==> config.mk <==
export PLATFORM = sky130hd
export DESIGN_NAME = binary_gcd_64_top_flat
export DESIGN_NICKNAME = d
export VERILOG_FILES = /design/src/bgcd_pkg.sv /design/src/bgcd_if.sv /design/src/bgcd_fifo.sv /design/src/bgcd_front.sv /design/src/bgcd_back.sv /design/src/binary_gcd_64_top.sv /design/src/flat_wrapper.sv
export VERILOG_INCLUDE_DIRS = /design/src /design/src/src
export SDC_FILE = /design/constraint.sdc
export NUM_CORES = 2
export LEC_CHECK = 0
export ABC_CLOCK_PERIOD_IN_PS = 11750
export BUFFER_PORTS_ARGS = -buffer_cell sky130_fd_sc_hd__clkbuf_2
export CORE_UTILIZATION = 25
export CTS_CLUSTER_SIZE = 16
export DETAILED_ROUTE_END_ITERATION = 6
export GPL_TIMING_DRIVEN = 0
export PLACE_DENSITY = 0.41
export SYNTH_ARGS = -nofsm -noshare
export SYNTH_HDL_FRONTEND = slang
export SYNTH_SLANG_ARGS = --single-unit
export TNS_END_PERCENT = 100
==> constraint.sdc <==
create_clock -name clk -period 11.75 [get_ports clk]
set_input_delay 1.175 -clock clk [delete_from_list [all_inputs] [get_ports clk]]
set_output_delay 1.175 -clock clk [all_outputs]
set_load 0.02 [all_outputs]
==> src/binary_gcd_64_top_macros.svh <==
// Assertion macros used by the binary GCD back end.
`ifndef BINARY_GCD_64_TOP_MACROS_SVH
`define BINARY_GCD_64_TOP_MACROS_SVH

// Same-cycle implication.
`define BGCD_ASSERT_IMPL(label, clk, rst_n, ante, cons, msg) \
	label: assert property (@(posedge clk) disable iff (!rst_n) (ante) |-> (cons)) \
		else $error(msg);

// Next-cycle implication.
`define BGCD_ASSERT_NEXT(label, clk, rst_n, ante, cons, msg) \
	label: assert property (@(posedge clk) disable iff (!rst_n) (ante) |=> (cons)) \
		else $error(msg);

`endif

==> src/bgcd_pkg.sv <==
// Package: shared types, constants and helpers of the binary GCD block.
package bgcd_pkg;

	localparam int QUEUE_DEPTH = 2;
	localparam int STRIP_BITS  = 8;

	typedef enum logic [1:0] {
		ST_IDLE,
		ST_COMMON,
		ST_RUN,
		ST_DONE
	} back_state_t;

	// Trailing zeros of one byte; STRIP_BITS when the byte is zero.
	function automatic logic [3:0] tz8(input logic [STRIP_BITS-1:0] x);
		logic [3:0] n;
		n = 4'(STRIP_BITS);
		for (int i = STRIP_BITS - 1; i >= 0; i--) begin
			if (x[i]) begin
				n = 4'(i);
			end
		end
		return n;
	endfunction

endpackage

==> src/bgcd_if.sv <==
// Channel interfaces: operand pair in, GCD result out.
interface bgcd_in_if;
	logic        valid;
	logic        ready;
	logic [63:0] operand_a;
	logic [63:0] operand_b;

	modport source(output valid, output operand_a, output operand_b, input ready);
	modport sink(input valid, input operand_a, input operand_b, output ready);
endinterface

interface bgcd_out_if;
	logic        valid;
	logic        ready;
	logic [63:0] gcd_value;

	modport source(output valid, output gcd_value, input ready);
	modport sink(input valid, input gcd_value, output ready);
endinterface

==> src/bgcd_fifo.sv <==
// Short queue between the front end and the back end.
module bgcd_fifo #(
	parameter int W     = 129,
	parameter int DEPTH = 2
) (
	input  logic         clk,
	input  logic         arst_n,
	input  logic         push_valid,
	output logic         push_ready,
	input  logic [W-1:0] push_data,
	output logic         pop_valid,
	input  logic         pop_ready,
	output logic [W-1:0] pop_data
);
	localparam int PW = (DEPTH > 1) ? $clog2(DEPTH) : 1;
	localparam int CW = $clog2(DEPTH + 1);

	logic [W-1:0]  mem_q [DEPTH];
	logic [PW-1:0] wr_ptr_q;
	logic [PW-1:0] rd_ptr_q;
	logic [CW-1:0] cnt_q;
	logic          push;
	logic          pop;

	assign push_ready = cnt_q != CW'(DEPTH);
	assign pop_valid  = cnt_q != '0;
	assign pop_data   = mem_q[rd_ptr_q];
	assign push       = push_valid && push_ready;
	assign pop        = pop_valid && pop_ready;

	always_ff @(posedge clk or negedge arst_n) begin
		if (!arst_n) begin
			wr_ptr_q <= '0;
			rd_ptr_q <= '0;
			cnt_q    <= '0;
		end else begin
			if (push) begin
				wr_ptr_q <= (wr_ptr_q == PW'(DEPTH - 1)) ? '0 : wr_ptr_q + PW'(1);
			end
			if (pop) begin
				rd_ptr_q <= (rd_ptr_q == PW'(DEPTH - 1)) ? '0 : rd_ptr_q + PW'(1);
			end
			if (push && !pop) begin
				cnt_q <= cnt_q + CW'(1);
			end else if (pop && !push) begin
				cnt_q <= cnt_q - CW'(1);
			end
		end
	end

	always_ff @(posedge clk) begin
		if (push) begin
			mem_q[wr_ptr_q] <= push_data;
		end
	end
endmodule

==> src/bgcd_front.sv <==
// Front end: accepts operand pairs, masks them and flags zero-operand cases.
module bgcd_front #(
	parameter int WIDTH = 64
) (
	input  logic                 clk,
	input  logic                 arst_n,
	bgcd_in_if.sink              operands,
	output logic                 push_valid,
	input  logic                 push_ready,
	output logic [2*WIDTH:0]     push_data
);
	logic             v_s1;
	logic             direct_s1;
	logic [WIDTH-1:0] a_s1;
	logic [WIDTH-1:0] b_s1;
	logic [WIDTH-1:0] ma;
	logic [WIDTH-1:0] mb;
	logic             accept;

	assign ma         = operands.operand_a[WIDTH-1:0];
	assign mb         = operands.operand_b[WIDTH-1:0];
	assign operands.ready = !v_s1 || push_ready;
	assign accept     = operands.valid && operands.ready;
	assign push_valid = v_s1;
	assign push_data  = {direct_s1, a_s1, b_s1};

	always_ff @(posedge clk or negedge arst_n) begin
		if (!arst_n) begin
			v_s1 <= 1'b0;
		end else if (accept) begin
			v_s1 <= 1'b1;
		end else if (push_ready) begin
			v_s1 <= 1'b0;
		end
	end

	// Zero operand: the other operand is the answer, carried in the a field.
	always_ff @(posedge clk) begin
		if (accept) begin
			direct_s1 <= (ma == '0) || (mb == '0);
			a_s1      <= (ma == '0) ? mb : ma;
			b_s1      <= mb;
		end
	end
endmodule

==> src/bgcd_back.sv <==
// Back end: common-factor strip, subtract-and-strip loop (skipped for zero-operand answers), result register.
`include "binary_gcd_64_top_macros.svh"

module bgcd_back #(
	parameter int WIDTH = 64
) (
	input  logic             clk,
	input  logic             arst_n,
	input  logic             pop_valid,
	output logic             pop_ready,
	input  logic [2*WIDTH:0] pop_data,
	bgcd_out_if.source       result
);
	import bgcd_pkg::*;

	localparam int KW = $clog2(WIDTH);

	back_state_t      state_q;
	back_state_t      state_n;
	logic [WIDTH-1:0] a_q;
	logic [WIDTH-1:0] b_q;
	logic [KW-1:0]    k_q;
	logic             direct_q;
	logic [WIDTH-1:0] a_n;
	logic [WIDTH-1:0] b_n;
	logic [KW-1:0]    k_n;
	logic             direct_n;
	logic             res_valid_q;
	logic [WIDTH-1:0] res_q;
	logic             out_free;
	logic             load_res;
	logic [WIDTH-1:0] or_v;
	logic [3:0]       sh_c;
	logic [3:0]       sh_a;
	logic [3:0]       sh_b;
	logic             both_odd;
	logic             a_gt_b;
	logic [WIDTH-1:0] diff;

	assign out_free = !res_valid_q || result.ready;
	assign or_v     = a_q | b_q;
	assign sh_c     = tz8(or_v[STRIP_BITS-1:0]);
	assign sh_a     = a_q[0] ? 4'd0 : tz8(a_q[STRIP_BITS-1:0]);
	assign sh_b     = b_q[0] ? 4'd0 : tz8(b_q[STRIP_BITS-1:0]);
	assign both_odd = a_q[0] && b_q[0];
	assign a_gt_b   = a_q > b_q;
	assign diff     = a_gt_b ? (a_q - b_q) : (b_q - a_q);

	always_comb begin
		state_n = state_q;
		case (state_q)
			ST_IDLE: begin
				if (pop_valid) begin
					state_n = pop_data[2*WIDTH] ? ST_DONE : ST_COMMON;
				end
			end
			ST_COMMON: begin
				if (or_v[0]) begin
					state_n = ST_RUN;
				end
			end
			ST_RUN: begin
				if (both_odd && a_q == b_q) begin
					state_n = ST_DONE;
				end
			end
			ST_DONE: begin
				if (out_free) begin
					state_n = ST_IDLE;
				end
			end
			default: state_n = ST_IDLE;
		endcase
	end

	always_comb begin
		pop_ready = 1'b0;
		load_res  = 1'b0;
		a_n       = a_q;
		b_n       = b_q;
		k_n       = k_q;
		direct_n  = direct_q;
		case (state_q)
			ST_IDLE: begin
				pop_ready = 1'b1;
				if (pop_valid) begin
					direct_n = pop_data[2*WIDTH];
					a_n      = pop_data[2*WIDTH-1:WIDTH];
					b_n      = pop_data[WIDTH-1:0];
					k_n      = '0;
				end
			end
			ST_COMMON: begin
				if (!or_v[0]) begin
					a_n = a_q >> sh_c;
					b_n = b_q >> sh_c;
					k_n = KW'({1'b0, k_q} + (KW + 1)'(sh_c));
				end
			end
			ST_RUN: begin
				if (!both_odd) begin
					a_n = a_q >> sh_a;
					b_n = b_q >> sh_b;
				end else if (a_q != b_q) begin
					a_n = diff;
					b_n = a_gt_b ? b_q : a_q;
				end
			end
			ST_DONE: begin
				load_res = out_free;
			end
			default: begin
				pop_ready = 1'b0;
			end
		endcase
	end

	always_ff @(posedge clk or negedge arst_n) begin
		if (!arst_n) begin
			state_q     <= ST_IDLE;
			res_valid_q <= 1'b0;
		end else begin
			state_q <= state_n;
			if (load_res) begin
				res_valid_q <= 1'b1;
			end else if (result.ready) begin
				res_valid_q <= 1'b0;
			end
		end
	end

	always_ff @(posedge clk) begin
		a_q      <= a_n;
		b_q      <= b_n;
		k_q      <= k_n;
		direct_q <= direct_n;
		if (load_res) begin
			res_q <= a_q << k_q;
		end
	end

	assign result.valid     = res_valid_q;
	assign result.gcd_value = 64'(res_q);

	`BGCD_ASSERT_IMPL(operands_nonzero_chk, clk, arst_n, state_q == ST_COMMON || state_q == ST_RUN, a_q != '0 && b_q != '0, "operand reached zero during reduction")
	`BGCD_ASSERT_IMPL(done_converged_chk, clk, arst_n, state_q == ST_DONE && !direct_q, a_q[0] && a_q == b_q, "reduction finished without odd equal operands")
	`BGCD_ASSERT_NEXT(subtract_stays_chk, clk, arst_n, state_q == ST_RUN && both_odd && a_q != b_q, state_q == ST_RUN && !a_q[0], "subtract round left run state or gave odd difference")
endmodule

==> src/binary_gcd_64_top.sv <==
// Top level of the binary GCD block: front end, queue and back end.
// An operand pair is taken by the front register, waits in a two-entry queue and is reduced
// by the back end one item at a time. If either operand is zero the item goes from the
// idle state straight to the done state. Otherwise the back end first strips common trailing
// zeros, up to eight per step, until an operand is odd, then loops: each cycle either strips
// up to eight trailing zeros from the operands or does one compare-and-subtract; the loop runs
// until the operands are equal, and the result leaves through an output register that lets
// the next item start meanwhile.
module binary_gcd_64_top #(
	parameter int WIDTH = 64
) (
	input  logic        clk,
	input  logic        arst_n,
	bgcd_in_if.sink     operands,
	bgcd_out_if.source  result
);
	import bgcd_pkg::*;

	localparam int IW = 2 * WIDTH + 1;

	logic          f_valid;
	logic          f_ready;
	logic [IW-1:0] f_data;
	logic          b_valid;
	logic          b_ready;
	logic [IW-1:0] b_data;

	bgcd_front #(.WIDTH(WIDTH)) u_front (
		.clk        (clk),
		.arst_n     (arst_n),
		.operands   (operands),
		.push_valid (f_valid),
		.push_ready (f_ready),
		.push_data  (f_data)
	);

	bgcd_fifo #(.W(IW), .DEPTH(QUEUE_DEPTH)) u_fifo (
		.clk        (clk),
		.arst_n     (arst_n),
		.push_valid (f_valid),
		.push_ready (f_ready),
		.push_data  (f_data),
		.pop_valid  (b_valid),
		.pop_ready  (b_ready),
		.pop_data   (b_data)
	);

	bgcd_back #(.WIDTH(WIDTH)) u_back (
		.clk       (clk),
		.arst_n    (arst_n),
		.pop_valid (b_valid),
		.pop_ready (b_ready),
		.pop_data  (b_data),
		.result    (result)
	);
endmodule
==> src/flat_wrapper.sv <==
// flat-port wrapper written by rule: the top's interface ports become plain ports
module binary_gcd_64_top_flat import bgcd_pkg::*;
#(
	parameter int WIDTH = 64
)
  (clk, arst_n, operands_valid, operands_operand_a, operands_operand_b, operands_ready, result_valid, result_gcd_value, result_ready);
  bgcd_in_if operands_i ();
  bgcd_out_if result_i ();
  input  logic clk;
  input  logic arst_n;
  input wire logic [$bits(operands_i.valid)-1:0] operands_valid;
  input wire logic [$bits(operands_i.operand_a)-1:0] operands_operand_a;
  input wire logic [$bits(operands_i.operand_b)-1:0] operands_operand_b;
  output wire logic [$bits(operands_i.ready)-1:0] operands_ready;
  output wire logic [$bits(result_i.valid)-1:0] result_valid;
  output wire logic [$bits(result_i.gcd_value)-1:0] result_gcd_value;
  input wire logic [$bits(result_i.ready)-1:0] result_ready;
  assign operands_i.valid = operands_valid;
  assign operands_i.operand_a = operands_operand_a;
  assign operands_i.operand_b = operands_operand_b;
  assign operands_ready = operands_i.ready;
  assign result_valid = result_i.valid;
  assign result_gcd_value = result_i.gcd_value;
  assign result_i.ready = result_ready;
  binary_gcd_64_top #(.WIDTH(WIDTH)) u_core (.clk(clk), .arst_n(arst_n), .operands(operands_i), .result(result_i));
endmodule
==> impl_metrics.env <==
export IMPL_outcome="complete, but fails checks"
export IMPL_violations="capacitance limit, slew limit"
export IMPL_numCtsBuffers=75
export IMPL_clkTransAtPathRegs_ns=0.06
export IMPL_synth_warnings=0
export IMPL_synth_simple_gate_area_share_pct=13.3
export IMPL_min_period_ns=7.12
export IMPL_hold_viol_final=0
export IMPL_fmax_mhz=140
export IMPL_worst_slew_pin_slew_ns=1.66
export IMPL_fp_dieH_um=430
export IMPL_cts_resized=0
export IMPL_finalClockSkew_ns=0.0312
export IMPL_portBuffers=197
export IMPL_syn_inst=4913
export IMPL_yosysTopAreaCell="edfxtp_1"
export IMPL_wl_um=326000
export IMPL_seq_area_frac_synth_pct=38.8
export IMPL_layout_drive_gt1_share_pct=11.5
export IMPL_wl_per_cell_um=42.6
export IMPL_place_congestion=1.13
export IMPL_cp_end_kind="flop"
export IMPL_layout_nets=5490
export IMPL_first_pass_iters=6
export IMPL_setup_viol=0
export IMPL_hold_depth=0
export IMPL_synth_nets=5194
export IMPL_synth_area_leaders="edfxtp_1 (38%), mux2i_1 (12%), nand2_1 (5.2%)"
export IMPL_clkSinkCount=593
export IMPL_n_fill_cell=19355
export IMPL_num_vias=45962
export IMPL_cpMaxStageDelayCell="buf_1"
export IMPL_synth_adder_area_share_pct=4.12
export IMPL_grt_pass1_wl_um=422000
export IMPL_grt_ovfl_total=0
export IMPL_fin_crit_sh_pct=60.6
export IMPL_r2r_end="u_core.u_back.a_q[18]"
export IMPL_critical_path_startpoint_type="flop"
export IMPL_hold_path_class="reg2reg"
export IMPL_synth_compound_area_share_pct=20.5
export IMPL_rr_startpoint="u_core.u_back.a_q[6]"
export IMPL_rsz0062_at_grt="false"
export IMPL_synth_top_area_share_pct=38.3
export IMPL_cts_root_buffer="clkbuf_16"
export IMPL_drc=0
export IMPL_synth_top_family_by_area="compound AO/OA/AOI/OAI gates"
export IMPL_synth_edf_count=585
export IMPL_synth_ff_latch_count=593
export IMPL_ios=198
export IMPL_busiest_layer="met2"
export IMPL_postCtsSetupRepairBufs=0
export IMPL_synth_cell_types=89
export IMPL_grtUsageTotal_pct=34.2
export IMPL_syn2layout_area_growth_pct=15.1
export IMPL_avgSynthCellArea_sq_um=9.32
export IMPL_core_area_sq_mm=0.181
export IMPL_hold_start="u_core.u_front.b_s1[35]"
export IMPL_use_met3_pct=7.40
export IMPL_grt_pass1_vias=43807
export IMPL_via_per_inst=6.01
export IMPL_arrival_ns=7.55
export IMPL_synth_main_ff_cell="edfxtp_1"
export IMPL_antenna_found_initial=28
export IMPL_synthXorXnorAreaFrac_pct=1.15
export IMPL_cts_htree_levels=3
export IMPL_ys_async_sr_fraction_pct=1.35
export IMPL_rrSetupSlack_ns=4.63
export IMPL_grt_use_met2_pct=51.4
export IMPL_slew_headroom_pct=-10.6
export IMPL_dp_hpwl_um=264000
export IMPL_reg2reg_depth=16
export IMPL_critPathKind="reg2reg"
export IMPL_slew_violations=88
export IMPL_path_cells="clkbuf_1 > inv_1 > ha_1 > inv_1 > o21ai_0 > a41oi_1 > buf_2 > buf_2 > buf_1 > mux2i_1 > mux2i_1 > nand2_1 > nand3_1 > o211ai_1 > o2111ai_1 > a21boi_0"
export IMPL_muxShareOfSynthArea_pct=17.2
export IMPL_final_antenna_net_count=0
export IMPL_start_util_pct=25.3
export IMPL_cts_max_path_buffers=3
export IMPL_clk_insertion_delay_late_ns=0.73
export IMPL_die_width_um=430
export IMPL_synth_cell_area_sq_mm=0.0458
export IMPL_row_count=156
export IMPL_dieArea_sq_mm=0.185
export IMPL_tritoncts="done"
export IMPL_worstPathRequired_ns=12.18
export IMPL_hold_buffers=0
export IMPL_max_cap_viol_count=10
export IMPL_worst_path_largest_cell_delay_ns=1.03
export IMPL_use_met1_pct=45.0
export IMPL_final_util_pct=29.1
export IMPL_drt_iter0_markers=6263
export IMPL_path_max_fanout=11
export IMPL_grt_start_max_net_pins=69
export IMPL_min_to="u_core.u_fifo.mem_q[1][35]"
## layout make-up
type | instances | area (sq um) | share of cell area (%)
Multi-Input combinational cell | 3752 | 25800 | 49.0
Timing Repair Buffer | 219 | 1380 | 2.62
Clock inverter | 41 | 438 | 0.831
Inverter | 179 | 672 | 1.27
Clock buffer | 91 | 1990 | 3.77
Sequential cell | 593 | 17800 | 33.7
Buffer | 389 | 1630 | 3.09
Antenna cell | 9 | 22.5 | 0.0427
Tap cell | 2370 | 2970 | 5.63
## cells by family (layout without fill, tap and decap cells)
family          Yosys count  count (layout)
compound gates         1464            1464
flops                   593             593
simple gates           1394            1394
mux                     685             685
xor+xnor                 60              60
buf+inv                 568             919
other cells               0               9
fa+ha+maj               149             149
## worst max-delay path: cells and delay by family, from the launching register on
family                     cells  cell delay, ns
DFF                            1            0.49
AOI/OAI and AO/OA              5            2.04
adders and majority gates      1            0.32
muxes                          2            0.84
buffers and inverters          6            2.84
and+or+nand+nor                2            0.27
## placed cells by master, fill, tap and decap left out, types with 46 or more instances in the layout
cell type,count
nand2_1,637
buf_2,54
nand3_1,65
o22ai_1,51
mux4_2,73
edfxtp_1,585
clkbuf_1,273
clkbuf_16,76
ha_1,146
o21bai_1,53
o21ai_0,251
nor2_1,404
inv_1,174
a31oi_1,100
a21o_1,115
a211oi_1,65
nand4_1,51
clkbuf_2,207
mux2_2,74
mux2i_1,537
a21oi_1,451
o211ai_1,66
nor2b_1,49
buf_1,46
## through the flow
step	cell area [sq um]	cells	setup WS [ns]	setup TNS, ns	hold slack [ns]
floorplan	45800	4913	1.56	0	0.421
global placement	49800	7480	-7.80	-497.42	0.422
detailed placement	50300	7502	4.94	0	0.430
CTS	52700	7634	4.92	0	0.420
global route	52700	7634	4.59	0	0.444
finish	52700	7643	4.63	0	0.443
## worst max path at each step
stage               depth (start not counted)             startpoint                    end  slack (ns)
detailed placement                         16   u_core.u_back.a_q[6]  u_core.u_back.a_q[18]        4.94
global route                               17   u_core.u_back.b_q[0]   u_core.u_back.a_q[3]        4.59
CTS                                        16   u_core.u_back.a_q[6]  u_core.u_back.a_q[18]        4.92
global placement                            8  u_core.u_back.a_q[51]   u_core.u_back.b_q[2]       -7.80
floorplan                                   9  u_core.u_back.a_q[62]   u_core.u_back.b_q[0]        1.56
finish                                     16   u_core.u_back.a_q[6]  u_core.u_back.a_q[18]        4.63
## flip-flops by register name, indices dropped and copies added, names as in the netlist, 2 cells and up
register	count
u_core.u_front.b_s1	64
u_core.u_back.state_q	2
u_core.u_back.a_q	64
u_core.u_front.a_s1	64
u_core.u_fifo.mem_q	258
u_core.u_back.result.gcd_value	64
u_core.u_back.k_q	6
u_core.u_back.b_q	64
u_core.u_fifo.cnt_q	2
## Yosys cell counts, types with 46 or more instances
cell,n
nand4_1,51
o211ai_1,66
edfxtp_1,585
a311oi_1,46
a21o_1,115
nand2_1,637
buf_1,50
o21bai_1,53
nor2_1,407
a21oi_1,452
o22ai_1,51
a31oi_1,100
ha_1,146
inv_1,174
mux2_2,74
nor2b_1,49
buf_2,50
mux2i_1,537
o21ai_0,253
mux4_2,73
nand3_1,65
a211oi_1,66
clkbuf_1,270
## routing by layer
layer	part of all wire (%)	routed length [um]
met2	43	139000
met5	0.0083	27
met3	8.6	28000
met1	42	137000
met4	6.7	21700
Power is left out: the tool's default activity adds up to more than one toggle a clock period on the data nets, which glitch-free logic cannot reach.
